$ cat src/hw/rtl/rbfc_pkg.sv
// Shared types, sizes and constants of the RBF prototype classifier core.
// Used by the multiplier, the top level and the testbench. No dependencies.
`default_nettype none

package rbfc_pkg;

    localparam int IN_DIM      = 256;
    localparam int PROJ_DIM    = 16;
    localparam int NUM_PROTOS  = 32;
    localparam int NUM_CLASSES = 16;
    localparam int FRAC_BITS   = 16;

    localparam int PD_W     = (PROJ_DIM > 1) ? $clog2(PROJ_DIM) : 1;
    localparam int NC_W     = (NUM_CLASSES > 1) ? $clog2(NUM_CLASSES) : 1;
    localparam int PROJ_AW  = $clog2(PROJ_DIM * IN_DIM);
    localparam int PROTO_AW = $clog2(PROJ_DIM * NUM_PROTOS);
    localparam int LW_AW    = $clog2(NUM_CLASSES * NUM_PROTOS);

    localparam int DATA_W    = 32;
    localparam int MUL_W     = 33;
    localparam int PROD_W    = 2 * MUL_W;
    localparam int CFG_IDX_W = 8;

    localparam logic [31:0] LOG2E_Q30 = 32'd1549082005;
    localparam logic [31:0] GAMMA_RST = 32'd65536;

    localparam logic [CFG_IDX_W-1:0] CFG_GAMMA  = 8'd0;
    localparam logic [CFG_IDX_W-1:0] CFG_OFS_EN = 8'd1;

    typedef enum logic [2:0] {
        FUNC_PROJ   = 3'd0,
        FUNC_PROTO  = 3'd1,
        FUNC_LABEL  = 3'd2,
        FUNC_OFFSET = 3'd3,
        FUNC_SAMPLE = 3'd4
    } func_t;

    typedef enum logic [4:0] {
        S_IDLE, S_FEAT, S_OFS,
        S_DRD, S_DMUL, S_DACC,
        S_GAM, S_GSAT, S_XMUL, S_XRED, S_HMUL, S_HSUB, S_ESH,
        S_LRD, S_LMUL, S_LACC,
        S_MAX, S_OUT
    } state_t;

    typedef struct packed {
        logic [2:0]         func;
        logic [7:0]         row;
        logic [7:0]         col;
        logic signed [31:0] value;
        logic               last;
    } in_item_t;

    typedef struct packed {
        logic [7:0]         class_id;
        logic signed [31:0] best_score;
    } out_item_t;

    // Horner coefficients of 2^-u in Q30: 2^30 (ln2)^k / k!
    function automatic logic [31:0] exp_coef(input logic [2:0] k);
        logic [31:0] c;
        case (k)
            3'd0:    c = 32'd1073741824;
            3'd1:    c = 32'd744261118;
            3'd2:    c = 32'd257941248;
            3'd3:    c = 32'd59597083;
            3'd4:    c = 32'd10327388;
            3'd5:    c = 32'd1431680;
            3'd6:    c = 32'd165394;
            default: c = 32'd16378;
        endcase
        return c;
    endfunction

    function automatic logic signed [31:0] sat32(input logic signed [PROD_W-1:0] v);
        logic signed [31:0] r;
        if (v > $signed({{(PROD_W-32){1'b0}}, 32'h7FFF_FFFF}))
            r = 32'sh7FFF_FFFF;
        else if (v < $signed({{(PROD_W-32){1'b1}}, 32'h8000_0000}))
            r = 32'sh8000_0000;
        else
            r = v[31:0];
        return r;
    endfunction

endpackage

`default_nettype wire

$ cat src/hw/rtl/rbfc_mul.sv
// Shared signed 33x33 multiplier with registered product.
// Depends on rbfc_pkg.
`default_nettype none

module rbfc_mul (
    input  wire logic                               clk,
    input  wire logic signed [rbfc_pkg::MUL_W-1:0]  a,
    input  wire logic signed [rbfc_pkg::MUL_W-1:0]  b,
    output      logic signed [rbfc_pkg::PROD_W-1:0] p
);
    import rbfc_pkg::*;

    logic signed [PROD_W-1:0] p_reg;

    always_ff @(posedge clk)
    begin
        p_reg <= PROD_W'(a) * PROD_W'(b);
    end

    assign p = p_reg;

endmodule

`default_nettype wire

$ cat config.mk
export PLATFORM = sky130hd
export DESIGN_NAME = rbfc_mul
export DESIGN_NICKNAME = d
export VERILOG_FILES = /design/src/hw/rtl/rbfc_pkg.sv /design/src/hw/rtl/rbfc_mul.sv
export SDC_FILE = /design/constraint.sdc
export NUM_CORES = 2
export LEC_CHECK = 0
export BUFFER_PORTS_ARGS = -buffer_cell sky130_fd_sc_hd__buf_2
export CELL_PAD_IN_SITES_DETAIL_PLACEMENT = 2
export CELL_PAD_IN_SITES_GLOBAL_PLACEMENT = 2
export CORE_UTILIZATION = 35
export DETAILED_ROUTE_END_ITERATION = 12
export GPL_TIMING_DRIVEN = 0
export PLACE_DENSITY = 0.69
export SYNTH_ARGS = -nofsm -noshare
export SYNTH_HDL_FRONTEND = slang
export SYNTH_SLANG_ARGS = --single-unit
export TNS_END_PERCENT = 20
$ cat constraint.sdc
create_clock -name clk -period 9.5 [get_ports clk]
set_input_delay 0.475 -clock clk [delete_from_list [all_inputs] [get_ports clk]]
set_output_delay 0.475 -clock clk [all_outputs]
set_load 0.01 [all_outputs]
==> impl_metrics.prom <==
# TYPE chip_impl_metric gauge
chip_impl_metric{name="groute.layer.met1.usage",unit=""} 0.392
chip_impl_metric{name="max_freq",unit="MHz"} 109
chip_impl_metric{name="hold_viol_final",unit=""} 0
chip_impl_metric{name="clock_tree.buffer_depth",unit=""} 2
chip_impl_metric{name="synth_enable_flop_cells",unit=""} 0
chip_impl_metric{name="tritoncts.num_buffers",unit=""} 9
chip_impl_metric{name="core_footprint",unit="sq um"} 115000
chip_impl_metric{name="synth_area",unit="sq um"} 40700
chip_impl_info{name="most_used_flip_flop_cell_after_synthesis",value="dfxtp_1"} 1
chip_impl_metric{name="largest_register_ff_count",unit=""} 66
chip_impl_metric{name="timing.critical_path.buf_inv",unit=""} 6
chip_impl_metric{name="num_vias",unit=""} 30737
chip_impl_info{name="clock_tree.root_cell",value="clkbuf_16"} 1
chip_impl_metric{name="globalRouteMet2Util",unit=""} 0.494
chip_impl_metric{name="htree_num_levels",unit=""} 3
chip_impl_metric{name="fin_area",unit="sq um"} 43600
chip_impl_metric{name="postSynthCellCount",unit=""} 4338
chip_impl_info{name="crit_path_end_kind",value="register"} 1
chip_impl_metric{name="timing.final.crit_period",unit="ps"} 9140
chip_impl_info{name="layout_commonest_cell",value="fa_1"} 1
chip_impl_info{name="final_cell_mix",value="fa_1, inv_1, and2_1, nand2_1, ha_1"} 1
chip_impl_metric{name="slew_headroom",unit=""} 0.246
chip_impl_metric{name="globalRouteTotalUtil",unit=""} 0.298
chip_impl_metric{name="async_reset_ff_frac",unit=""} 0
chip_impl_metric{name="dpl_cell_area",unit="sq um"} 43300
chip_impl_metric{name="number_of_library_cell_types_mapped_by_synthesis",unit=""} 80
chip_impl_metric{name="global_route.usage.met3",unit=""} 0.0519
chip_impl_metric{name="final.period_utilization",unit=""} 0.962
chip_impl_metric{name="drt_pass1_iterations",unit=""} 5
chip_impl_metric{name="post_detailed_placement_half_perimeter_wirelength",unit="microns"} 152000
chip_impl_metric{name="wl_per_cell",unit="microns"} 28.2
chip_impl_metric{name="final-seq-area",unit="sq um"} 1320
chip_impl_metric{name="slowest_delay",unit="ps"} 1020
chip_impl_metric{name="synth.ff_latch_count",unit=""} 66
chip_impl_metric{name="top_level_ports",unit=""} 133
chip_impl_info{name="cp_cell_sequence",value="buf_2 -> clkdlybuf4s15_1 -> nand2_1 -> inv_1 -> fa_1 -> fa_1 -> fa_1 -> fa_2 -> fa_1 -> fa_1 -> fa_1 -> inv_1 -> fa_1 -> inv_1 -> ha_1 -> clkbuf_1 -> and3_1 -> nand3_1 -> nand2b_1 -> nor2_1 -> a211oi_4 -> a21oi_2 -> nor4b_2 -> a311oi_1"} 1
chip_impl_metric{name="grt_start_max_net_pins",unit=""} 27
chip_impl_metric{name="number_of_clock_sinks_seen_by_cts",unit=""} 66
chip_impl_info{name="busiest_layer",value="met2"} 1
chip_impl_info{name="criticalPathCategory",value="input pin to register"} 1
chip_impl_metric{name="maxSlewViolCount",unit=""} 0
chip_impl_info{name="result_of_the_run",value="completed"} 1
chip_impl_metric{name="final_nets",unit=""} 5910
chip_impl_metric{name="die-height",unit="microns"} 343
chip_impl_metric{name="syn-num-nets",unit=""} 5767
chip_impl_info{name="critical-path-top-cell-by-count",value="fa_1"} 1
chip_impl_metric{name="timing.setup.tns",unit="ps"} 0
chip_impl_metric{name="synth.yosys.seq_area_share",unit=""} 0.0324
chip_impl_metric{name="timing.max_cap.violations",unit=""} 0
chip_impl_metric{name="setup_bufs_post_cts",unit=""} 0
chip_impl_metric{name="number_of_antenna_violations_at_the_first_check_in_global_routing",unit=""} 25
chip_impl_metric{name="post_synth.cell_area_avg",unit="sq um"} 9.39
chip_impl_metric{name="antenna_left",unit=""} 0
chip_impl_metric{name="count_of_buffers_inserted_at_the_top_level_ports",unit=""} 132
chip_impl_metric{name="grt_first_pass_wirelength",unit="microns"} 249000
chip_impl_metric{name="cp_max_fo",unit=""} 17
chip_impl_metric{name="nFillCells",unit=""} 12734
chip_impl_metric{name="die_area",unit="sq um"} 118000
chip_impl_metric{name="clkTransAtPathRegs",unit="ps"} 90
chip_impl_metric{name="initialDrtViolationCount",unit=""} 1820
chip_impl_metric{name="placementRows",unit=""} 124
chip_impl_info{name="cpMaxStageDelayCell",value="fa_2"} 1
chip_impl_info{name="hold_path_class",value="input pin to register"} 1
chip_impl_metric{name="drc",unit=""} 0
chip_impl_metric{name="initial_cell_density_of_the_core",unit=""} 0.355
chip_impl_metric{name="timing_worst_slew_pin_value",unit="ps"} 1130
chip_impl_metric{name="area_of_the_multi_input_gates",unit="sq um"} 34300
chip_impl_metric{name="gpl.final_weighted_congestion",unit=""} 0.992
chip_impl_metric{name="drive_above_1_share",unit=""} 0.0444
chip_impl_metric{name="die-width",unit="microns"} 343
chip_impl_info{name="cts_tree",value="built"} 1
chip_impl_metric{name="routed_wl",unit="microns"} 169000
chip_impl_info{name="path_delay_family",value="adder cells"} 1
chip_impl_metric{name="setup_violations",unit=""} 0
chip_impl_metric{name="grt_remaining_overflow",unit=""} 0
chip_impl_metric{name="first_global_vias",unit=""} 35384
chip_impl_metric{name="drt_via_density",unit=""} 5.12
chip_impl_metric{name="timing.critical_path.required",unit="ps"} 9780
chip_impl_metric{name="crit_arrival",unit="ps"} 9430
chip_impl_metric{name="yosys_warnings",unit=""} 0
chip_impl_info{name="crit_start_category",value="input pin"} 1
chip_impl_metric{name="syn_to_final_growth",unit="%"} 7.15
chip_impl_metric{name="timing.hold.ws",unit="ps"} 459
stage by stage:
stage	setup WS (ps)	instances	util
after detailed placement	-906	5982	0.377
after floorplan	1790	4338	-
after CTS	146	5998	0.380
final	357	6009	0.380
after global routing	-3.95	6001	0.380
after global placement	-961	5982	0.377
per-layer routing:
metal	vias to the layer above	routed length (microns)
li1	12637	-
met1	16851	69400
met2	958	81400
met3	279	11700
met4	12	6690
met5	-	64
worst paths after layout:
path	slack (ps)	start	end	cells past startpoint
max	360	a[32]	p[58]	24
min	460	a[0]	p[0]	2
kinds of logic (layout without fill, tap and decap cells):
family                     count (synthesis)  in the layout  synth area share
adders and majority gates               1362           1362             0.629
and+or+nand+nor                         1271           1271             0.158
other                                      0             11                 0
DFF                                       66             66            0.0324
buffers and inverters                   1352           1500             0.125
AOI/OAI and AO/OA                        219            219            0.0407
xor gates and xnor gates                  68             68            0.0146
area by class of cell:
type | count | area share
inverter | 1131 | 0.0973
buffer | 221 | 0.0196
multi-input combinational | 2920 | 0.786
tap | 1512 | 0.0433
antenna | 11 | 0.000631
timing repair buffer | 132 | 0.0151
sequential | 66 | 0.0303
clock buffer | 9 | 0.00516
clock inverter | 7 | 0.00215
synth_stat cells (6+ instances only):
cell,n,area [sq um]
fa_1,1145,22900
inv_1,1131,4250
and2_1,562,3520
nand2_1,551,2070
ha_1,217,2720
clkbuf_1,208,781
nor2_1,68,255
dfxtp_1,66,1320
a21oi_1,57,285
xnor2_1,43,377
a21o_1,36,270
nand3_1,25,125
o21ai_0,25,125
xor2_1,25,219
nand2b_1,12,75.1
buf_2,11,55.1
nand4_1,11,68.8
o21bai_1,11,82.6
a31oi_1,8,50.1
a211oi_1,7,52.6
nor3_1,7,35.0
a211o_1,6,52.6
o21a_1,6,45.0
o21ai_1,6,30.0
repair_timing:
| action | 4_1_cts | 5_1_grt |
|---|---|---|
| hold buffers | 0 | 0 |
| gates resized for setup | 2 | 2 |
| cloned | 0 | 0 |
| setup endpoints to repair | 7 | 1 |
Power is left out: the tool's default activity adds up to more than one toggle a clock period on the data nets, which glitch-free logic cannot reach.
